File: src/sv/assert_macros.svh
// Assertion macros shared by the tracker RTL.
`ifndef ASSERT_MACROS_SVH
`define ASSERT_MACROS_SVH

// Property checked on every rising clk edge outside reset.
`define VFT_ASSERT(label, prop, msg) \
    label: assert property (@(posedge clk) disable iff (!rst_n) (prop)) else $error(msg);

// Condition that must hold in the cycle after the trigger.
`define VFT_ASSERT_NEXT(label, trig, cond, msg) \
    `VFT_ASSERT(label, (trig) |=> (cond), msg)

`endif

File: src/sv/vft_pkg.sv
// Shared types, constants and functions of the frame vote tracker.
package vft_pkg;

    localparam logic [7:0] HDR_FIRST   = 8'hB3;
    localparam logic [7:0] HDR_SECOND  = 8'hB4;
    localparam logic [7:0] TRAILER     = 8'hB6;
    localparam logic [7:0] SHAPE_CIRCLE_CODE = 8'hB1;
    localparam logic [7:0] SHAPE_RECT_CODE   = 8'hB2;
    localparam logic [7:0] SHAPE_TRI_CODE    = 8'hB7;

    localparam int NUM_CLASSES = 3;
    localparam int VOTE_W      = 9;
    localparam logic [VOTE_W-1:0] VOTE_MAX = '1;
    localparam logic [7:0] COUNTER_MAX = 8'hFF;

    localparam logic signed [7:0] ANGLE_MAX = 8'sd90;
    localparam logic signed [7:0] ANGLE_MIN = -8'sd90;
    localparam logic [7:0] COMPARE_MID = 8'd150;
    localparam logic [7:0] COMPARE_LOW = 8'd50;
    localparam logic [7:0] COMPARE_HIGH = 8'd250;
    // ceil(2^15 / 9): exact floor for dividends below about 2900
    localparam int RECIP_SHIFT = 15;
    localparam logic [23:0] RECIP_9 = 24'd3641;

    typedef logic [1:0] class_t;
    localparam class_t CLASS_NONE      = 2'd0;
    localparam class_t CLASS_FIRST     = 2'd1;
    localparam class_t CLASS_SECOND    = 2'd2;
    localparam class_t CLASS_THIRD     = 2'd3;
    localparam class_t BALL_BASKETBALL = 2'd1;

    typedef enum logic [2:0] {
        CFG_TRACKING_ENABLE  = 3'd0,
        CFG_SHAPE_VOTE_LIMIT = 3'd1,
        CFG_BALL_VOTE_LIMIT  = 3'd2,
        CFG_TRACK_INTERVAL   = 3'd3,
        CFG_CENTER_X         = 3'd4,
        CFG_LIMIT_X          = 3'd5,
        CFG_CENTER_Y         = 3'd6,
        CFG_LIMIT_Y          = 3'd7
    } cfg_idx_t;

    typedef enum logic [2:0] {
        POS_HDR_FIRST  = 3'd0,
        POS_HDR_SECOND = 3'd1,
        POS_SHAPE      = 3'd2,
        POS_X          = 3'd3,
        POS_Y          = 3'd4,
        POS_BALL       = 3'd5,
        POS_SPARE      = 3'd6,
        POS_TRAILER    = 3'd7
    } parse_pos_t;

    typedef struct packed {
        logic       tracking_enable;
        logic [7:0] shape_vote_limit;
        logic [7:0] ball_vote_limit;
        logic [7:0] track_interval;
        logic [7:0] center_x;
        logic [7:0] limit_x;
        logic [7:0] center_y;
        logic [7:0] limit_y;
    } cfg_t;

    typedef struct packed {
        logic       ok;
        logic       dropped;
        logic [7:0] shape_code;
        logic [7:0] x;
        logic [7:0] y;
        logic [7:0] ball_code;
    } frame_t;

    typedef struct packed {
        logic   hit;
        class_t cls;
    } vote_t;

    typedef struct packed {
        logic       frame_ok;
        logic       frame_dropped;
        class_t     shape_class;
        class_t     ball_class;
        logic [7:0] pan_compare;
        logic [7:0] tilt_compare;
    } result_t;

    function automatic class_t shape_to_class(input logic [7:0] code);
        class_t cls;
        priority if (code == SHAPE_CIRCLE_CODE) cls = CLASS_FIRST;
        else if (code == SHAPE_RECT_CODE)       cls = CLASS_SECOND;
        else if (code == SHAPE_TRI_CODE)        cls = CLASS_THIRD;
        else                                    cls = CLASS_NONE;
        return cls;
    endfunction

    function automatic class_t ball_to_class(input logic [7:0] code);
        class_t cls;
        if (code >= 8'(CLASS_FIRST) && code <= 8'(CLASS_THIRD))
            cls = code[1:0];
        else
            cls = CLASS_NONE;
        return cls;
    endfunction

    // 150 + floor(10*angle/9), negative side rounds toward minus infinity
    function automatic logic [7:0] angle_to_compare(input logic signed [7:0] angle);
        logic [7:0]  mag;
        logic [10:0] scaled;
        logic [23:0] prod;
        logic [7:0]  quot;
        mag    = angle[7] ? (~angle + 8'd1) : angle;
        scaled = 11'(mag) * 11'd10;
        if (angle[7])
            scaled = scaled + 11'd8;
        prod = 24'(scaled) * RECIP_9;
        quot = prod[RECIP_SHIFT +: 8];
        return angle[7] ? (COMPARE_MID - quot) : (COMPARE_MID + quot);
    endfunction

endpackage

File: src/sv/vft_rx_if.sv
// Input byte channel of the frame vote tracker.
interface vft_rx_if;
    logic       valid;
    logic       ready;
    logic [7:0] rx_byte;

    modport source (output valid, output rx_byte, input ready);
    modport sink (input valid, input rx_byte, output ready);
endinterface

File: src/sv/vft_status_if.sv
// Result channel of the frame vote tracker.
interface vft_status_if;
    logic       valid;
    logic       ready;
    logic       frame_ok;
    logic       frame_dropped;
    logic [1:0] shape_class;
    logic [1:0] ball_class;
    logic [7:0] pan_compare;
    logic [7:0] tilt_compare;

    modport source (output valid, output frame_ok, output frame_dropped,
                    output shape_class, output ball_class,
                    output pan_compare, output tilt_compare, input ready);
    modport sink (input valid, input frame_ok, input frame_dropped,
                  input shape_class, input ball_class,
                  input pan_compare, input tilt_compare, output ready);
endinterface

File: src/sv/vision_frame_vote_tracker_core.sv
// Top level of the camera frame parser with vote counting and pan/tilt tracking.
//
// Channels: rx carries one camera link byte per transaction; status returns one
// result per accepted byte (frame_ok, frame_dropped, shape_class, ball_class,
// pan_compare, tilt_compare). Configuration is written through cfg_we,
// cfg_index and cfg_data, one register per cycle, while no byte is in flight.
// Path: a byte accepted on rx is held in the input register; its result is
// loaded into the result register when the byte advances, which raises status.valid.
// Throughput: one byte per cycle; all per-byte work (parse, vote compare,
// angle step, compare scaling) sits between the input and result registers.
// When status is stalled, the result register holds, the input register keeps
// one more byte, and rx.ready drops once both are full.
// Reset: parser waits for the first header byte, votes and angles are zero,
// shape class none, ball class basketball, registers take their reset values.
`include "assert_macros.svh"

module vision_frame_vote_tracker_core (
    input  logic                clk,
    input  logic                rst_n,
    vft_rx_if.sink              rx,
    vft_status_if.source        status,
    input  logic                cfg_we,
    input  logic [2:0]          cfg_index,
    input  logic [7:0]          cfg_data
);

    vft_pkg::cfg_t    cfg_reg;
    logic [7:0]       byte_reg;
    logic             byte_valid_reg;
    logic             out_valid_reg;
    logic             advance;
    logic             good_step;
    vft_pkg::frame_t  frame;
    vft_pkg::vote_t   shape_vote;
    vft_pkg::vote_t   ball_vote;
    vft_pkg::class_t  shape_class_reg, shape_class_next;
    vft_pkg::class_t  ball_class_reg, ball_class_next;
    logic [7:0]       pan_cmp;
    logic [7:0]       tilt_cmp;
    vft_pkg::result_t res_reg, res_next;

    assign advance   = byte_valid_reg && (!out_valid_reg || status.ready);
    assign rx.ready  = !byte_valid_reg || advance;
    assign good_step = advance && frame.ok;

    always_ff @(posedge clk or negedge rst_n)
    begin
        if (!rst_n)
        begin
            cfg_reg.tracking_enable  <= 1'b0;
            cfg_reg.shape_vote_limit <= 8'd50;
            cfg_reg.ball_vote_limit  <= 8'd1;
            cfg_reg.track_interval   <= 8'd5;
            cfg_reg.center_x         <= 8'd75;
            cfg_reg.limit_x          <= 8'd200;
            cfg_reg.center_y         <= 8'd67;
            cfg_reg.limit_y          <= 8'd100;
        end
        else if (cfg_we)
        begin
            unique case (vft_pkg::cfg_idx_t'(cfg_index))
                vft_pkg::CFG_TRACKING_ENABLE:  cfg_reg.tracking_enable  <= cfg_data[0];
                vft_pkg::CFG_SHAPE_VOTE_LIMIT: cfg_reg.shape_vote_limit <= cfg_data;
                vft_pkg::CFG_BALL_VOTE_LIMIT:  cfg_reg.ball_vote_limit  <= cfg_data;
                vft_pkg::CFG_TRACK_INTERVAL:   cfg_reg.track_interval   <= cfg_data;
                vft_pkg::CFG_CENTER_X:         cfg_reg.center_x         <= cfg_data;
                vft_pkg::CFG_LIMIT_X:          cfg_reg.limit_x          <= cfg_data;
                vft_pkg::CFG_CENTER_Y:         cfg_reg.center_y         <= cfg_data;
                vft_pkg::CFG_LIMIT_Y:          cfg_reg.limit_y          <= cfg_data;
                default:                       cfg_reg <= cfg_reg;
            endcase
        end
    end

    // input stage
    always_ff @(posedge clk or negedge rst_n)
    begin
        if (!rst_n)
            byte_valid_reg <= 1'b0;
        else if (rx.ready)
            byte_valid_reg <= rx.valid;
    end

    always_ff @(posedge clk)
    begin
        if (rx.valid && rx.ready)
            byte_reg <= rx.rx_byte;
    end

    vft_parse u_parse (
        .clk     (clk),
        .rst_n   (rst_n),
        .step    (advance),
        .rx_byte (byte_reg),
        .frame   (frame)
    );

    vft_vote u_shape_vote (
        .clk   (clk),
        .rst_n (rst_n),
        .step  (good_step),
        .code  (vft_pkg::shape_to_class(frame.shape_code)),
        .limit (cfg_reg.shape_vote_limit),
        .vote  (shape_vote)
    );

    vft_vote u_ball_vote (
        .clk   (clk),
        .rst_n (rst_n),
        .step  (good_step),
        .code  (vft_pkg::ball_to_class(frame.ball_code)),
        .limit (cfg_reg.ball_vote_limit),
        .vote  (ball_vote)
    );

    vft_track u_track (
        .clk          (clk),
        .rst_n        (rst_n),
        .step         (good_step),
        .cfg          (cfg_reg),
        .x            (frame.x),
        .y            (frame.y),
        .pan_compare  (pan_cmp),
        .tilt_compare (tilt_cmp)
    );

    assign shape_class_next = shape_vote.hit ? shape_vote.cls : shape_class_reg;
    assign ball_class_next  = ball_vote.hit ? ball_vote.cls : ball_class_reg;

    always_ff @(posedge clk or negedge rst_n)
    begin
        if (!rst_n)
        begin
            shape_class_reg <= vft_pkg::CLASS_NONE;
            ball_class_reg  <= vft_pkg::BALL_BASKETBALL;
        end
        else if (advance)
        begin
            shape_class_reg <= shape_class_next;
            ball_class_reg  <= ball_class_next;
        end
    end

    // result stage
    always_comb
    begin
        res_next.frame_ok      = frame.ok;
        res_next.frame_dropped = frame.dropped;
        res_next.shape_class   = shape_class_next;
        res_next.ball_class    = ball_class_next;
        res_next.pan_compare   = pan_cmp;
        res_next.tilt_compare  = tilt_cmp;
    end

    always_ff @(posedge clk or negedge rst_n)
    begin
        if (!rst_n)
            out_valid_reg <= 1'b0;
        else if (advance)
            out_valid_reg <= 1'b1;
        else if (status.ready)
            out_valid_reg <= 1'b0;
    end

    always_ff @(posedge clk)
    begin
        if (advance)
            res_reg <= res_next;
    end

    assign status.valid         = out_valid_reg;
    assign status.frame_ok      = res_reg.frame_ok;
    assign status.frame_dropped = res_reg.frame_dropped;
    assign status.shape_class   = res_reg.shape_class;
    assign status.ball_class    = res_reg.ball_class;
    assign status.pan_compare   = res_reg.pan_compare;
    assign status.tilt_compare  = res_reg.tilt_compare;

    `VFT_ASSERT(a_ok_not_dropped, out_valid_reg |-> !(res_reg.frame_ok && res_reg.frame_dropped), "frame both completed and dropped")
    `VFT_ASSERT_NEXT(a_advance_loads, advance, out_valid_reg, "processed byte produced no result")
    `VFT_ASSERT_NEXT(a_byte_kept, byte_valid_reg && !advance, byte_valid_reg, "held byte lost")
    `VFT_ASSERT(a_pan_range, out_valid_reg |-> (res_reg.pan_compare >= vft_pkg::COMPARE_LOW && res_reg.pan_compare <= vft_pkg::COMPARE_HIGH), "pan compare out of range")
    `VFT_ASSERT(a_tilt_range, out_valid_reg |-> (res_reg.tilt_compare >= vft_pkg::COMPARE_LOW && res_reg.tilt_compare <= vft_pkg::COMPARE_HIGH), "tilt compare out of range")

endmodule

File: src/sv/vft_parse.sv
// Frame parser: header, field capture and trailer check.
module vft_parse (
    input  logic            clk,
    input  logic            rst_n,
    input  logic            step,
    input  logic [7:0]      rx_byte,
    output vft_pkg::frame_t frame
);

    vft_pkg::parse_pos_t pos_reg, pos_next;
    logic [7:0] shape_reg, shape_next;
    logic [7:0] x_reg, x_next;
    logic [7:0] y_reg, y_next;
    logic [7:0] ball_reg, ball_next;
    logic       ok_c;
    logic       drop_c;

    always_ff @(posedge clk or negedge rst_n)
    begin
        if (!rst_n)
        begin
            pos_reg   <= vft_pkg::POS_HDR_FIRST;
            shape_reg <= '0;
            x_reg     <= '0;
            y_reg     <= '0;
            ball_reg  <= '0;
        end
        else if (step)
        begin
            pos_reg   <= pos_next;
            shape_reg <= shape_next;
            x_reg     <= x_next;
            y_reg     <= y_next;
            ball_reg  <= ball_next;
        end
    end

    always_comb
    begin
        pos_next   = pos_reg;
        shape_next = shape_reg;
        x_next     = x_reg;
        y_next     = y_reg;
        ball_next  = ball_reg;
        ok_c       = 1'b0;
        drop_c     = 1'b0;
        unique case (pos_reg)
            vft_pkg::POS_HDR_FIRST:
            begin
                if (rx_byte == vft_pkg::HDR_FIRST)
                    pos_next = vft_pkg::POS_HDR_SECOND;
                else
                    drop_c = 1'b1;
            end
            vft_pkg::POS_HDR_SECOND:
            begin
                if (rx_byte == vft_pkg::HDR_SECOND)
                    pos_next = vft_pkg::POS_SHAPE;
                else
                begin
                    pos_next = vft_pkg::POS_HDR_FIRST;
                    drop_c   = 1'b1;
                end
            end
            vft_pkg::POS_SHAPE:
            begin
                shape_next = rx_byte;
                pos_next   = vft_pkg::POS_X;
            end
            vft_pkg::POS_X:
            begin
                x_next   = rx_byte;
                pos_next = vft_pkg::POS_Y;
            end
            vft_pkg::POS_Y:
            begin
                y_next   = rx_byte;
                pos_next = vft_pkg::POS_BALL;
            end
            vft_pkg::POS_BALL:
            begin
                ball_next = rx_byte;
                pos_next  = vft_pkg::POS_SPARE;
            end
            vft_pkg::POS_SPARE:
            begin
                pos_next = vft_pkg::POS_TRAILER;
            end
            vft_pkg::POS_TRAILER:
            begin
                pos_next = vft_pkg::POS_HDR_FIRST;
                if (rx_byte == vft_pkg::TRAILER)
                    ok_c = 1'b1;
                else
                    drop_c = 1'b1;
            end
            default:
            begin
                pos_next = vft_pkg::POS_HDR_FIRST;
            end
        endcase
        if (drop_c)
        begin
            shape_next = '0;
            x_next     = '0;
            y_next     = '0;
            ball_next  = '0;
        end
    end

    // a good trailer leaves the captured fields untouched; a bad one clears them
    assign frame.ok         = ok_c;
    assign frame.dropped    = drop_c;
    assign frame.shape_code = shape_reg;
    assign frame.x          = x_reg;
    assign frame.y          = y_reg;
    assign frame.ball_code  = ball_reg;

endmodule

File: src/sv/vft_vote.sv
// Vote counters for one group of three classes with limit check.
module vft_vote (
    input  logic            clk,
    input  logic            rst_n,
    input  logic            step,
    input  vft_pkg::class_t code,
    input  logic [7:0]      limit,
    output vft_pkg::vote_t  vote
);

    logic [vft_pkg::VOTE_W-1:0] cnt_reg [vft_pkg::NUM_CLASSES];
    logic [vft_pkg::VOTE_W-1:0] cnt_inc [vft_pkg::NUM_CLASSES];
    logic [vft_pkg::VOTE_W-1:0] cnt_next [vft_pkg::NUM_CLASSES];
    vft_pkg::vote_t vote_c;

    always_comb
    begin
        for (int k = 0; k < vft_pkg::NUM_CLASSES; k++)
        begin
            cnt_inc[k] = cnt_reg[k];
            if (code == vft_pkg::class_t'(k + 1) && cnt_reg[k] != vft_pkg::VOTE_MAX)
                cnt_inc[k] = cnt_reg[k] + 1'b1;
        end
        vote_c = '0;
        // lowest class over the limit wins
        for (int k = vft_pkg::NUM_CLASSES - 1; k >= 0; k--)
        begin
            if (cnt_inc[k] > vft_pkg::VOTE_W'(limit))
            begin
                vote_c.hit = 1'b1;
                vote_c.cls = vft_pkg::class_t'(k + 1);
            end
        end
        for (int k = 0; k < vft_pkg::NUM_CLASSES; k++)
            cnt_next[k] = vote_c.hit ? '0 : cnt_inc[k];
    end

    always_ff @(posedge clk or negedge rst_n)
    begin
        if (!rst_n)
        begin
            for (int k = 0; k < vft_pkg::NUM_CLASSES; k++)
                cnt_reg[k] <= '0;
        end
        else if (step)
        begin
            for (int k = 0; k < vft_pkg::NUM_CLASSES; k++)
                cnt_reg[k] <= cnt_next[k];
        end
    end

    assign vote = step ? vote_c : '0;

endmodule

File: src/sv/vft_track.sv
// Pan and tilt stepping, frame counter and servo compare values.
module vft_track (
    input  logic          clk,
    input  logic          rst_n,
    input  logic          step,
    input  vft_pkg::cfg_t cfg,
    input  logic [7:0]    x,
    input  logic [7:0]    y,
    output logic [7:0]    pan_compare,
    output logic [7:0]    tilt_compare
);

    logic signed [7:0] pan_reg, pan_next;
    logic signed [7:0] tilt_reg, tilt_next;
    logic [7:0]        count_reg, count_next;
    logic [7:0]        count_base;
    logic              due;

    always_comb
    begin
        due       = (count_reg > cfg.track_interval) && cfg.tracking_enable;
        pan_next  = pan_reg;
        tilt_next = tilt_reg;
        if (due)
        begin
            if (x < cfg.center_x && x != 8'd0)
            begin
                if (pan_reg < vft_pkg::ANGLE_MAX)
                    pan_next = pan_reg + 8'sd1;
            end
            else if (x > cfg.center_x && x < cfg.limit_x)
            begin
                if (pan_reg > vft_pkg::ANGLE_MIN)
                    pan_next = pan_reg - 8'sd1;
            end
            if (y < cfg.center_y && y != 8'd0)
            begin
                if (tilt_reg > vft_pkg::ANGLE_MIN)
                    tilt_next = tilt_reg - 8'sd1;
            end
            else if (y > cfg.center_y && y < cfg.limit_y)
            begin
                if (tilt_reg < vft_pkg::ANGLE_MAX)
                    tilt_next = tilt_reg + 8'sd1;
            end
        end
        count_base = due ? 8'd0 : count_reg;
        count_next = (count_base < vft_pkg::COUNTER_MAX) ? count_base + 8'd1 : count_base;
    end

    always_ff @(posedge clk or negedge rst_n)
    begin
        if (!rst_n)
        begin
            pan_reg   <= '0;
            tilt_reg  <= '0;
            count_reg <= '0;
        end
        else if (step)
        begin
            pan_reg   <= pan_next;
            tilt_reg  <= tilt_next;
            count_reg <= count_next;
        end
    end

    assign pan_compare  = vft_pkg::angle_to_compare(step ? pan_next : pan_reg);
    assign tilt_compare = vft_pkg::angle_to_compare(step ? tilt_next : tilt_reg);

endmodule

File: src/flat_wrapper.sv
// flat-port wrapper written by rule: the top's interface ports become plain ports
module vision_frame_vote_tracker_core_flat 
  (clk, rst_n, cfg_we, cfg_index, cfg_data, rx_valid, rx_rx_byte, rx_ready, status_valid, status_frame_ok, status_frame_dropped, status_shape_class, status_ball_class, status_pan_compare, status_tilt_compare, status_ready);
  vft_rx_if rx_i ();
  vft_status_if status_i ();
  input  logic clk;
  input  logic rst_n;
  input  logic cfg_we;
  input  logic [2:0] cfg_index;
  input  logic [7:0] cfg_data;
  input wire logic [$bits(rx_i.valid)-1:0] rx_valid;
  input wire logic [$bits(rx_i.rx_byte)-1:0] rx_rx_byte;
  output wire logic [$bits(rx_i.ready)-1:0] rx_ready;
  output wire logic [$bits(status_i.valid)-1:0] status_valid;
  output wire logic [$bits(status_i.frame_ok)-1:0] status_frame_ok;
  output wire logic [$bits(status_i.frame_dropped)-1:0] status_frame_dropped;
  output wire logic [$bits(status_i.shape_class)-1:0] status_shape_class;
  output wire logic [$bits(status_i.ball_class)-1:0] status_ball_class;
  output wire logic [$bits(status_i.pan_compare)-1:0] status_pan_compare;
  output wire logic [$bits(status_i.tilt_compare)-1:0] status_tilt_compare;
  input wire logic [$bits(status_i.ready)-1:0] status_ready;
  assign rx_i.valid = rx_valid;
  assign rx_i.rx_byte = rx_rx_byte;
  assign rx_ready = rx_i.ready;
  assign status_valid = status_i.valid;
  assign status_frame_ok = status_i.frame_ok;
  assign status_frame_dropped = status_i.frame_dropped;
  assign status_shape_class = status_i.shape_class;
  assign status_ball_class = status_i.ball_class;
  assign status_pan_compare = status_i.pan_compare;
  assign status_tilt_compare = status_i.tilt_compare;
  assign status_i.ready = status_ready;
  vision_frame_vote_tracker_core u_core (.clk(clk), .rst_n(rst_n), .rx(rx_i), .status(status_i), .cfg_we(cfg_we), .cfg_index(cfg_index), .cfg_data(cfg_data));
endmodule
File: config.mk
export PLATFORM = sky130hd
export DESIGN_NAME = vision_frame_vote_tracker_core_flat
export DESIGN_NICKNAME = d
export VERILOG_FILES = /design/src/sv/vft_pkg.sv /design/src/sv/vft_rx_if.sv /design/src/sv/vft_status_if.sv /design/src/sv/vision_frame_vote_tracker_core.sv /design/src/sv/vft_parse.sv /design/src/sv/vft_vote.sv /design/src/sv/vft_track.sv /design/src/flat_wrapper.sv
export VERILOG_INCLUDE_DIRS = /design/src /design/src/sv
export SDC_FILE = /design/constraint.sdc
export NUM_CORES = 1
export LEC_CHECK = 0
export BUFFER_PORTS_ARGS = -buffer_cell sky130_fd_sc_hd__buf_2
export CAP_MARGIN = 15
export CELL_PAD_IN_SITES_DETAIL_PLACEMENT = 2
export CELL_PAD_IN_SITES_GLOBAL_PLACEMENT = 2
export CORE_UTILIZATION = 43
export CTS_BUF_LIST = sky130_fd_sc_hd__clkbuf_4 sky130_fd_sc_hd__clkbuf_8
export DETAILED_ROUTE_END_ITERATION = 10
export PLACE_DENSITY = 0.84
export SYNTH_ARGS = -nofsm -noshare
export SYNTH_HDL_FRONTEND = slang
export SYNTH_SLANG_ARGS = --single-unit
File: constraint.sdc
create_clock -name clk -period 13.5 [get_ports clk]
set_clock_uncertainty 0.05 [all_clocks]
set_input_delay 2.025 -clock clk [delete_from_list [all_inputs] [get_ports clk]]
set_output_delay 2.025 -clock clk [all_outputs]
set_load 0.01 [all_outputs]
## Word-level counts from Yosys, hierarchy flattened

Index checks and enable logic that the tools add are counted.

| word-level totals | value |
|---|---|
| bits in registers | 206 |
| input bits | 24 |
| word-level logic and storage cells | 217 |

| operators by class | value |
|---|---|
| order comparisons | 20 |
| multiplexer cells | 65 |
| multipliers | 4 |
| reductions and logical operators | 41 |
| bitwise gates (word level) | 2 |
| equality and inequality tests | 33 |
| $add $sub $neg | 19 |

Operators with widths:

| cell | count |
|---|---|
| $mux W8 | 26 |
| $mux W9 | 12 |
| $add A9 B1 Y9 const B | 6 |
| $gt A9 B8 Y1 | 6 |
| $ne A9 B9 Y1 const B | 6 |
| $eq A8 B8 Y1 const B | 6 |
| $mul A11 B12 Y23 const B | 2 |
| $lt A8 B8 Y1 | 4 |
| $mux W3 | 9 |
| $reduce_and A2 Y1 | 13 |
| $add A8 B1 Y8 const B | 3 |
| $eq A3 B3 Y1 const B | 8 |
| $gt A8 B8 Y1 | 3 |
| $lt A8 B8 Y1 const B | 3 |
| $pmux W3 S8 | 1 |
| $add A11 B4 Y11 const B | 2 |
| $mux W11 | 2 |
| $mul A8 B3 Y10 const B | 2 |
| $add A8 B2 Y8 const B | 2 |
| $add A8 B8 Y8 const A | 2 |
| $gt A8 B8 Y1 const B | 2 |
| $not A8 Y8 | 2 |
| $reduce_bool A8 Y1 | 2 |
| $sub A8 B2 Y8 const B | 2 |
| 16 further kinds | 58 |

## Logic depth before layout (Yosys ltp)

Gate-level depths: netlist of the first run.

| logic depth | value |
|---|---|
| depth after elaboration | 15 |
| gate-level depth with buffers | 48 |
| depth with buffers taken out | 48 |

## Cells and area by module

Synthesis of the first run repeated with hierarchy kept, for this count alone.

| second synthesis, totals | value |
|---|---|
| cells, all modules | 1852 |
| area, all modules | 18479.0 um^2 |

Modules (own cells, without submodules):

| module | cells an instance | area an instance (um^2) | instances |
|---|---|---|---|
| vft_track | 1028 | 8684.6 | 1 |
| vision_frame_vote_tracker_core | 190 | 3480.8 | 1 |
| vft_vote (u_core.u_ball_vote) | 247 | 2368.5 | 1 |
| vft_vote (u_core.u_shape_vote) | 249 | 2273.4 | 1 |
| vft_parse | 138 | 1671.6 | 1 |

## Least setup slack after synthesis of the first run

Ideal clock, no wire load.

| timing path | value |
|---|---|
| path type | input port to flip-flop |
| start point | input status_ready |
| end point | register u_core.res_reg, in the netlist u_core.status.pan_compare[7], data pin |
| arrival | 11.321 ns |
| setup slack | 1.863 ns |
| stages | 43 |
| path buffers | 0 |
| path through | nand2b_1 > nand2_1 > nor3_4 > o311ai_0 > o2bb2a_1 > xnor2_1 > inv_1 > ha_1 > a21o_1 > ha_1 > ha_1 > fa_1 > a21oi_1 > nor2_1 > nor2_1 > xnor2_1 > nand3_1 > xor2_1 > [... 7 more ...] > fa_1 > fa_1 > ha_1 > o21ai_0 > nand2b_1 > a21oi_1 > nand2b_1 > o21ba_2 > o21ai_1 > a21oi_1 > xnor2_1 > ha_1 > nand2_1 > o311ai_0 > o21a_1 > nor2b_1 > a221oi_1 > xnor2_1 |

| on the way | value |
|---|---|
| cells in the longest elaborated chain, start to end | 13 |
| elaborated cells on any way between the ends | 14 |
| those cells by class | add/sub (4); mul (2); mux (4); bitwise (1); reduce/logical (3) |

RTL lines:

| item | RTL line | source |
|---|---|---|
| start, declared | flat_wrapper.sv:21 | `input wire logic [$bits(status_i.ready)-1:0] status_ready;` |
| $logic_or A1 B1 Y1 * | vision_frame_vote_tracker_core.sv:42 | `assign advance = byte_valid_reg && (!out_valid_reg \|\| status.ready);` |
| $logic_and A1 B1 Y1 * | vision_frame_vote_tracker_core.sv:42 |  |
| $logic_and A1 B1 Y1 * | vision_frame_vote_tracker_core.sv:44 | `assign good_step = advance && frame.ok;` |
| $mux W8 * | - |  |
| $not A8 Y8 | vft_pkg.sv:112 | `mag = angle[7] ? (~angle + 8'd1) : angle;` |
| $add A8 B1 Y8 | vft_pkg.sv:112 |  |
| $mux W8 | vft_pkg.sv:112 |  |
| $mul A8 B3 Y10 | vft_pkg.sv:113 | `scaled = 11'(mag) * 11'd10;` |
| $add A11 B4 Y11 | vft_pkg.sv:115 | `scaled = scaled + 11'd8;` |
| $mux W11 | vft_pkg.sv:114 | `if (angle[7])` |
| $mul A11 B12 Y23 | vft_pkg.sv:116 | `prod = 24'(scaled) * RECIP_9;` |
| $add A8 B8 Y8 or $sub A8 B8 Y8 (tied branches) | vft_pkg.sv:118 | `return angle[7] ? (COMPARE_MID - quot) : (COMPARE_MID + quot);` |
| $mux W8 * | vft_pkg.sv:118 |  |
| named net u_core.pan_cmp[7] | vision_frame_vote_tracker_core.sv:38 | `logic [7:0] pan_cmp;` |
| end signal, assigned | vision_frame_vote_tracker_core.sv:168 | `res_reg <= res_next;` |
| end, declared | vision_frame_vote_tracker_core.sv:40 | `vft_pkg::result_t res_reg, res_next;` |

The timed path passes the listed nets; every way through them passes the cells marked *.
A chain may end at the register's enable or synchronous reset.

## Final worst setup path of the first run

| timing path | value |
|---|---|
| start point | input status_ready |
| end point | register u_core.res_reg, in the netlist u_core.status.tilt_compare[7], data pin |

| on the way | value |
|---|---|
| cells in the longest elaborated chain, start to end | 13 |
| elaborated cells on any way between the ends | 14 |
| those cells by class | add/sub (4); mul (2); mux (4); bitwise (1); reduce/logical (3) |

RTL lines:

| item | RTL line | source |
|---|---|---|
| $logic_or A1 B1 Y1 * | vision_frame_vote_tracker_core.sv:42 |  |
| $logic_and A1 B1 Y1 * | vision_frame_vote_tracker_core.sv:42 |  |
| $logic_and A1 B1 Y1 * | vision_frame_vote_tracker_core.sv:44 |  |
| $mux W8 * | - |  |
| $not A8 Y8 | vft_pkg.sv:112 |  |
| $add A8 B1 Y8 | vft_pkg.sv:112 |  |
| $mux W8 | vft_pkg.sv:112 |  |
| $mul A8 B3 Y10 | vft_pkg.sv:113 |  |
| $add A11 B4 Y11 | vft_pkg.sv:115 |  |
| $mux W11 | vft_pkg.sv:114 |  |
| $mul A11 B12 Y23 | vft_pkg.sv:116 |  |
| $add A8 B8 Y8 or $sub A8 B8 Y8 (tied branches) | vft_pkg.sv:118 |  |
| $mux W8 * | vft_pkg.sv:118 |  |
| named net u_core.tilt_cmp[7] | vision_frame_vote_tracker_core.sv:39 | `logic [7:0] tilt_cmp;` |

Marks and branches as above.

==> metrics.txt, run 1 <==
run status finished clean; Overall Global Routing Usage 26.92%; wire length per cell 22.51 µm; Fmax 0.07781 GHz; Synth cell types 73; Slew HR 28.14%; Worst Tran Pin Value 1070 ps; final core utilization 48.03%; nets 2209; final period utilization 95.20%; H-tree depth 2; Die Y-Extent 202.3 µm; Die Wd 202.3 µm; Syn Area/Cell 9.660 µm²; Reg2Reg Setup Slack 850 ps; Netlist Area Pre-Place 17250 µm²; Clk Tree Root Cell clkbuf_8; Largest register FFs 57; final cell area excluding filler cells 19040 µm²; adder-cell area share of the yosys netlist 26.22%; Ports 48; Skew-Pair Late Insertion Delay 610 ps; PwrDens 100.1 nW/µm²; Peak supply drop 0.00009337 V; register area share after synthesis 30.89%; Final Setup Violations 0; hold buffers post-CTS 0; synthesized instance count 1786; clock slew at reported path FFs 50 ps; Top Family by Delay on Critical Path adder cells; DRT Pass-1 Iters 5; YS warnings 0; async set-reset flop share out of synthesis 85.44%; CP max stage delay 540 ps; largest net degree at the start of global routing 101; starting density of the core 43.52%; DP Area 18150 µm²; Layout area overhead 10.36%; Via Count 13950; CP Launch Type input port; Arrival @ worst endpoint 13140 ps; Max-Cap Viols 0; Post-Route Setup TNS 0 ps; post-synthesis simple-gate area fraction 13.42%; Post-Synth XOR/XNOR Area 6.440%; Clock Path Buffers 3; Post-synth EDFFs 30; share of cells above drive strength 1 11.81%; Post-DRT Antenna Nets 0; port bufs 47; Post-route DRC 0; Top FF cell, synth dfrtp_1; minimum clock period 12850 ps; first-pass GRT wire length 87220 µm; Initial DRC Count 528; final slew viol count 0; final hold slack 434.8 ps; Final Hold Fails 0; multiplexer share of the synthesized area 3.002%; initial antenna violation count 3; largest family of logic cells by synthesized area adder cells; endpoint type of the worst setup path register; vias in the first global route 16097; area of the core 39640 µm²; clock buffer count from CTS 40; worst hold-check path type register to register; leakage power 0.009402 µW; vias per cell 5.769; Critical Path Slowest Stage Cell fa_1; FF+latch count, synth 206; TritonCTS clock tree done; dpl ws -59.30 ps; die area 40930 µm²; dpl hpwl 40300 µm; CP max FO 7; number of core rows 73; Num Clock Sinks 206; RD Place Congestion 0.8132; Setup WS post-layout 648.6 ps; most used cell, CP ha_1; Critical Path RT 13790 ps; Synth Area in Compound Gates 14.40%; global route overflow 0; final wirelength 54440 µm; RSZ-0062 raised after global routing no; Critical Setup Path Class input port to register; Buf+Inv Stages, Crit Path 6
[where the power goes]
part,total [µW],switching (µW),internal [µW]
Combinational,469,289,180
Sequential,741,35.7,706
Clock,696,304,392
Total,1910,629,1280
[final cells by class]
type / instances / area (µm²)
Tap cell: 525 / 656.9
Clock inverter: 9 / 82.58
Multi-Input combinational cell: 1324 / 10970
Inverter: 218 / 818.3
Fill cell: 4280 / 20600
Timing Repair Buffer: 67 / 389.1
Clock buffer: 65 / 788.3
Antenna cell: 4 / 10.01
Sequential cell: 206 / 5330
[worst min-delay path: stages, from the launching register on]
cell and delay [ps]:
dfrtp_1 340, nand2_1 50, o31ai_1 50
[cells in the mapped netlist, types with 21 or more instances]
cell	count	area share, %
ha_1	272	20
inv_1	216	4.7
dfrtp_1	156	23
nand2_1	142	3.1
nor2_1	92	2.0
o21ai_0	75	2.2
xnor2_1	74	3.8
a21oi_1	71	2.1
fa_1	56	6.5
xor2_1	51	2.6
nand3_1	45	1.3
clkbuf_1	38	0.83
mux2_2	38	2.5
a32o_1	36	2.1
nand4_1	36	1.3
o21a_1	36	1.6
edfxtp_1	30	5.2
a22o_1	24	1.2
nor3_1	24	0.70
nand2b_1	23	0.83
o31ai_1	21	0.91
[path summary, 6_finish.rpt]
kind,start,to,cells after the start
worst max-delay path,status_ready,u_core.status.tilt_compare[7],43
worst min-delay path,u_core.u_parse.shape_reg[6],u_core.u_parse.shape_reg[6],2
worst max register to register,u_core.u_track.count_reg[7],u_core.status.tilt_compare[7],44
worst min register to register,u_core.u_parse.shape_reg[6],u_core.u_parse.shape_reg[6],2
max in group asynchronous,rst_n,u_core.u_parse.pos_reg[1],2
min in group asynchronous,rst_n,u_core.u_ball_vote.cnt_reg[3],1
[metal layers]
layer / wire length [µm] / vias to the layer above / part of all wire [%] / global-route usage, %
li1: - / 6432 / - / -
met1: 22870 / 7131 / 42 / 32.22
met2: 28170 / 270 / 52 / 48.98
met3: 1846 / 117 / 3.4 / 3.934
met4: 1556 / 0 / 2.9 / 9.023
met5: 0 / - / 0 / 0
[cell usage in the layout, fill, tap and decap left out, drive strengths merged, types with 7 or more instances in the layout]
master / Yosys / routed
a21o: 14 / 14
ha: 272 / 272
and2: 12 / 12
a22o: 24 / 24
o21a: 36 / 36
a21oi: 71 / 71
nor2b: 18 / 18
a31oi: 9 / 9
nor3: 25 / 25
nor2: 93 / 93
mux2: 38 / 38
xnor2: 75 / 75
o31ai: 21 / 21
edfxtp: 30 / 30
inv: 218 / 220
a32o: 36 / 36
and3: 20 / 20
nand4b: 7 / 7
clkbuf: 38 / 66
buf: 1 / 66
fa: 56 / 56
nand2b: 23 / 23
nand2: 142 / 142
dfstp: 20 / 20
o22ai: 8 / 8
o21ai: 80 / 80
nor4: 10 / 10
dfrtp: 156 / 156
o21bai: 8 / 8
nand3: 46 / 46
or2: 7 / 7
o211ai: 7 / 7
mux2i: 9 / 9
xor2: 51 / 51
nand4: 36 / 36
[through the flow]
stage,instances,total power (µW)
3_5_place_dp,2339,1209
2_1_floorplan,1787,1048
5_1_grt,2416,2000
3_3_place_gp,2339,1166
4_1_cts,2413,1926
6_report,2418,1907
[what timing repair did]
item	CTS	global route
setup endpoints to repair	0	2
setup buffers	0	0
gates resized for setup	0	1
hold endpoints to repair	0	0
[logic make-up after synthesis]
kind of cell,after synthesis
multiplexers,47
adder cells (fa/ha/maj),328
flip-flops,206
other,1
buffers and inverters,257
AND/OR/NAND/NOR,466
XOR/XNOR,126
AO/OA/AOI/OAI,355
Power figures use the tool's default switching activity.
==> inputs of run 2 (changes only) <==
--- a/config.mk
+++ b/config.mk
@@ -10,10 +10,11 @@
 export CAP_MARGIN = 15
 export CELL_PAD_IN_SITES_DETAIL_PLACEMENT = 2
 export CELL_PAD_IN_SITES_GLOBAL_PLACEMENT = 2
-export CORE_UTILIZATION = 43
+export CORE_UTILIZATION = 46
 export CTS_BUF_LIST = sky130_fd_sc_hd__clkbuf_4 sky130_fd_sc_hd__clkbuf_8
 export DETAILED_ROUTE_END_ITERATION = 10
-export PLACE_DENSITY = 0.84
+export HOLD_SLACK_MARGIN = 0.1
+export PLACE_DENSITY_LB_ADDON = 0.1
 export SYNTH_ARGS = -nofsm -noshare
 export SYNTH_HDL_FRONTEND = slang
 export SYNTH_SLANG_ARGS = --single-unit
==> constraint.sdc (replaced) <==
create_clock -name clk -period 16.22 [get_ports clk]
set_clock_uncertainty 0.05 [all_clocks]
set_input_delay 2.433 -clock clk [delete_from_list [all_inputs] [get_ports clk]]
set_output_delay 2.433 -clock clk [all_outputs]
set_load 0.01 [all_outputs]
==> metrics.txt, run 2 (same netlist as run 1, synthesis figures left out) <==
GR Util met3 3.352%; Seq pwr share 40.4%; nets 2202; final slew viol count 0; Layout area overhead 9.065%; clock slew at reported path FFs 60 ps; Die Wd 195.7 µm; Post-route DRC 0; Critical Setup Path Class input port to register; PwrDens 81.31 nW/µm²; leakage power 0.009322 µW; grt met2 use 52.94%; wire length per cell 23.43 µm; GRT busiest layer met2; CP max FO 22; Overall Global Routing Usage 29.45%; Worst Reg2Reg Path Length in Cells 43; CP Launch Type input port; Final Setup Violations 0; global route overflow 0; port bufs 47; commonest non-fill, non-tap cells in the layout ha_1, inv_1, dfrtp_1; first-pass GRT wire length 88210 µm; Clock Path Buffers 3; Worst Tran Pin Value 1114 ps; Final Hold Fails 0; Via Count 13880; Int Pwr 1018 µW; Ports 48; Clk Tree Root Cell clkbuf_8; endpoint type of the worst setup path register; largest net degree at the start of global routing 65; final wirelength 54960 µm; Final Power 1530 µW; TritonCTS clock tree done; number of core rows 70; H-tree depth 2; final period utilization 88.16%; area of the core 36790 µm²; hold depth 2; Reg2Reg Setup Slack 2830 ps; share of cells above drive strength 1 11.24%; fillcell total 3886; Max-Cap Viols 0; vias per cell 5.916; Gate power share 25.9%; Skew-Pair Late Insertion Delay 570 ps; Critical Path RT 16460 ps; Net Sw Frac 33.48%; vias in the first global route 15954; Arrival @ worst endpoint 14540 ps; RSZ-0062 raised after global routing no; Slew HR 25.14%; Peak supply drop 0.00008930 V; cells resized by post-CTS repair 0; grt met1 use 37.46%; Post-DRT Antenna Nets 0; Fmax 0.06993 GHz; Sw Pwr 512.3 µW; Post-CTS Setup Inserts 0; footprint of the multi-input gates 10960 µm²; dpl hpwl 41390 µm; Clock power frac 33.7%; initial antenna violation count 0; Post-Route Setup TNS 0 ps; clock buffer count from CTS 37; DRT Pass-1 Iters 5; die area 38280 µm²; worst hold-check path type register to register; hold buffers post-CTS 0; ant diodes 0; run status finished clean; RD Place Congestion 0.8550; Die Y-Extent 195.7 µm; final hold slack 433.4 ps; CP max stage delay 860 ps; Storage cell area 5330 µm²; Num Clock Sinks 206; starting density of the core 46.90%; Initial DRC Count 530; minimum clock period 14300 ps; Largest register FFs 57; commonest non-fill, non-tap cell in the layout ha_1; Critical Path Slowest Stage Cell nor3_4
==> run 2: changes by cell type in the layout (fill, tap and decap cells not counted) <==
cell	change
nor2_2	-1
clkbuf_4	-1
diode_2	-4
clkinvlp_4	+1
clkbuf_2	-1
bufinv_16	-1
buf_4	-3
inv_8	-2
clkbuf_8	-5
nor2_1	+1
clkinv_4	+1
==> run 2: path summary, 6_finish.rpt <==
| kind | start | to |
|---|---|---|
| hold reg to reg | u_core.u_parse.shape_reg[4] | u_core.u_parse.shape_reg[4] |
| hold / removal | u_core.u_parse.shape_reg[4] | u_core.u_parse.shape_reg[4] |
| setup reg to reg | u_core.byte_reg[6] | u_core.status.pan_compare[7] |
| setup / recovery | status_ready | u_core.status.pan_compare[7] |
| min in group asynchronous | rst_n | u_core.u_ball_vote.cnt_reg[12] |
| max in group asynchronous | rst_n | u_core.u_parse.y_reg[0] |
==> run 2: per-stage QoR <==
stage / util, % / setup slack, ps / area (µm²) / std cells
3_3_place_gp: 49.09 / 2353 / 18060 / 2279
3_5_place_dp: 49.09 / 1421 / 18060 / 2279
2_1_floorplan: - / 4175 / 17260 / 1787
4_1_cts: 51.15 / 1914 / 18820 / 2346
6_report: 51.15 / 1921 / 18820 / 2346
5_1_grt: 51.15 / 939.5 / 18820 / 2346
==> run 2: metal layers <==
metal	wire, µm	share of wire (%)
met5	0	0
met4	1131	2.1
met3	1381	2.5
met2	27860	51
met1	24590	45
==> run 2: power groups by stage <==
stage / combinational, µW / sequential, µW / clock, µW
6_report: 397 / 618 / 515
4_1_cts: 400 / 618 / 527
3_5_place_dp: 386 / 625 / 0
5_1_grt: 434 / 622 / 546
2_1_floorplan: 255 / 617 / 0
3_3_place_gp: 352 / 620 / 0
==> run 2: critical path: cells and delay by family <==
family	cells	cell delay [ps]
AOI/OAI and AO/OA	11	2530
buffers and inverters	5	680
and+or+nand+nor	13	3560
xor gates and xnor gates	5	1350
adders and majority gates	10	3970
==> run 2: cell type report <==
class                      count  area share [%]
clock inverter                 8          0.2460
multi-input combinational   1324           58.26
inverter                     218           4.349
timing repair buffer          63           1.922
clock buffer                  59           3.783
tap                          468           3.112
sequential                   206           28.33
==> inputs of run 3 (changes only) <==
--- a/config.mk
+++ b/config.mk
@@ -10,11 +10,12 @@
 export CAP_MARGIN = 15
 export CELL_PAD_IN_SITES_DETAIL_PLACEMENT = 2
 export CELL_PAD_IN_SITES_GLOBAL_PLACEMENT = 2
-export CORE_UTILIZATION = 46
+export CORE_UTILIZATION = 47
 export CTS_BUF_LIST = sky130_fd_sc_hd__clkbuf_4 sky130_fd_sc_hd__clkbuf_8
 export DETAILED_ROUTE_END_ITERATION = 10
 export HOLD_SLACK_MARGIN = 0.1
 export PLACE_DENSITY_LB_ADDON = 0.1
 export SYNTH_ARGS = -nofsm -noshare
 export SYNTH_HDL_FRONTEND = slang
+export SYNTH_HIERARCHICAL = 1
 export SYNTH_SLANG_ARGS = --single-unit
==> metrics.txt, run 3 <==
FF+latch count, synth 206; H-tree depth 2; Critical Path RT 16510 ps; Initial DRC Count 596; wire length per cell 24.45 µm; Gate power share 15.9%; clock slew at reported path FFs 70 ps; Top Family by Delay on Critical Path adder cells; RD Place Congestion 0.8135; Ports 48; Peak supply drop 0.00009044 V; area of the core 38740 µm²; vias in the first global route 17110; final core utilization 51.93%; Overall Global Routing Usage 30.51%; Seq pwr share 40.7%; area share of the largest cell type after synthesis 21.13%; Layout area overhead 8.870%; YS warnings 6; Worst Tran Pin Value 1077 ps; Final Hold Fails 0; Largest register FFs 57; Clock Path Buffers 3; synthesized instance count 1852; Post-Layout Cell Count 2454; PwrDens 73.13 nW/µm²; Post-synth EDFFs 30; Critical Setup Path Class input port to register; Netlist Area Pre-Place 18480 µm²; Fmax 0.06909 GHz; largest net degree at the start of global routing 83; final wirelength 60000 µm; die area 40110 µm²; leakage power 0.01003 µW; largest area contributor in the netlist dfrtp_1; ant diodes 0; worst hold-check path type register to register; number of core rows 72; Max-Cap Viols 0; commonest cells in the netlist ha_1, inv_1, dfrtp_1, nand2_1, nor2_1; Num Clock Sinks 206; Syn Area/Cell 9.978 µm²; Post-Route Setup TNS 0 ps; minimum clock period 14470 ps; Net Sw Frac 29.36%; Critical Path Slowest Stage Cell o21ai_0; Post-DRT Antenna Nets 0; clock buffer count from CTS 41; share of cells above drive strength 1 15.65%; Buf+Inv Stages, Crit Path 6; hold buffers post-CTS 0; Post-CTS Setup Inserts 0; Die Y-Extent 200.3 µm; CP Launch Type input port; CP max stage delay 970 ps; first-pass GRT wire length 97020 µm; async set-reset flop share out of synthesis 85.44%; starting density of the core 47.70%; cells resized by post-CTS repair 0; RSZ-0062 raised after global routing no; Top FF cell, synth dfrtp_1; initial antenna violation count 0; most frequent cell after synthesis ha_1; DRT Pass-1 Iters 4; final period utilization 89.24%; Slew HR 27.44%; port bufs 47; Clk Tree Root Cell clkbuf_8; register area share after synthesis 28.84%; Arrival @ worst endpoint 14760 ps; Clock power frac 43.3%; Die Wd 200.3 µm; Skew-Pair Late Insertion Delay 610 ps; Post-route DRC 0; commonest non-fill, non-tap cell in the layout ha_1; commonest non-fill, non-tap cells in the layout ha_1, inv_1, dfrtp_1; endpoint type of the worst setup path register; Final Setup Violations 0; run status finished clean; nets 2256; TritonCTS clock tree done; final slew viol count 0; Synth cell types 122; vias per cell 5.935; Sw Pwr 431.9 µW; Synth area leaders dfrtp_1, ha_1, fa_1; Via Count 14564; Post-Place Cells 2379; CP max FO 17; Int Pwr 1039 µW; dpl hpwl 43190 µm; global route overflow 0
==> run 3: logic make-up (layout without fill, tap and decap cells) <==
logic type | Yosys count | in the layout | synth area share, %
mux | 86 | 86 | 5.153
flops | 206 | 206 | 28.84
other cells | 1 | 2 | 0.02029
simple gates | 495 | 495 | 15.02
buf+inv | 265 | 348 | 5.925
compound gates | 343 | 343 | 14.32
xor+xnor | 128 | 128 | 6.229
fa+ha+maj | 328 | 328 | 24.48
==> run 3: path summary, 6_finish.rpt <==
kind                               startpoint                              end  slack [ps]  depth (start not counted)
max                              status_ready    u_core/status.tilt_compare[7]        1750                         40
min                        u_core/cfg_reg[16]               u_core/cfg_reg[16]         450                          1
max reg2reg                u_core/byte_reg[3]    u_core/status.tilt_compare[7]        2320                         41
min reg2reg                u_core/cfg_reg[16]               u_core/cfg_reg[16]         450                          1
max in group asynchronous               rst_n  u_core/u_shape_vote/cnt_reg[22]       13120                          2
min in group asynchronous               rst_n    u_core/u_ball_vote/cnt_reg[0]        1720                          1
==> run 3: layout make-up <==
| type | instances | area [µm²] |
|---|---|---|
| Clock buffer | 61 | 795.8 |
| Clock inverter | 14 | 176.4 |
| Fill cell | 4036 | 18620 |
| Inverter | 221 | 829.5 |
| Multi-Input combinational cell | 1382 | 12060 |
| Sequential cell | 206 | 5330 |
| Tap cell | 518 | 648.1 |
| Timing Repair Buffer | 52 | 279.0 |
==> run 3: layer usage <==
metal	GRT usage [%]	routed length [µm]
met5	0	0
met4	9.188	1381
met3	3.840	1538
met2	56.70	31820
met1	36.42	25260
==> run 3: worst register-to-register path, delay by kind of cell, from the launching register on <==
family	cells	cell delay (ps)
fa+ha+maj	10	4150
compound gates	10	3940
simple gates	11	2520
xor+xnor	5	1420
buf+inv	5	1000
flops	1	540
==> run 3: stage by stage <==
stage | worst slack (ps) | cell area, µm² | total power (µW) | hold slack (ps)
2_1_floorplan | 3436 | 18480 | 745.7 | 407.3
4_1_cts | 1845 | 20120 | 1491 | 458.9
6_report | 1746 | 20120 | 1471 | 454.4
3_3_place_gp | 2190 | 19150 | 805.4 | 425.7
5_1_grt | 1100 | 20120 | 1537 | 470.2
3_5_place_dp | 1323 | 19150 | 832.2 | 440.1
==> run 3: power groups by stage <==
stage	combinational, µW	sequential [µW]	clock, µW
after floorplan	150	596	0
after global placement	205	601	0
after detailed placement	227	605	0
after CTS	235	599	657
after global routing	258	602	677
final	235	599	638
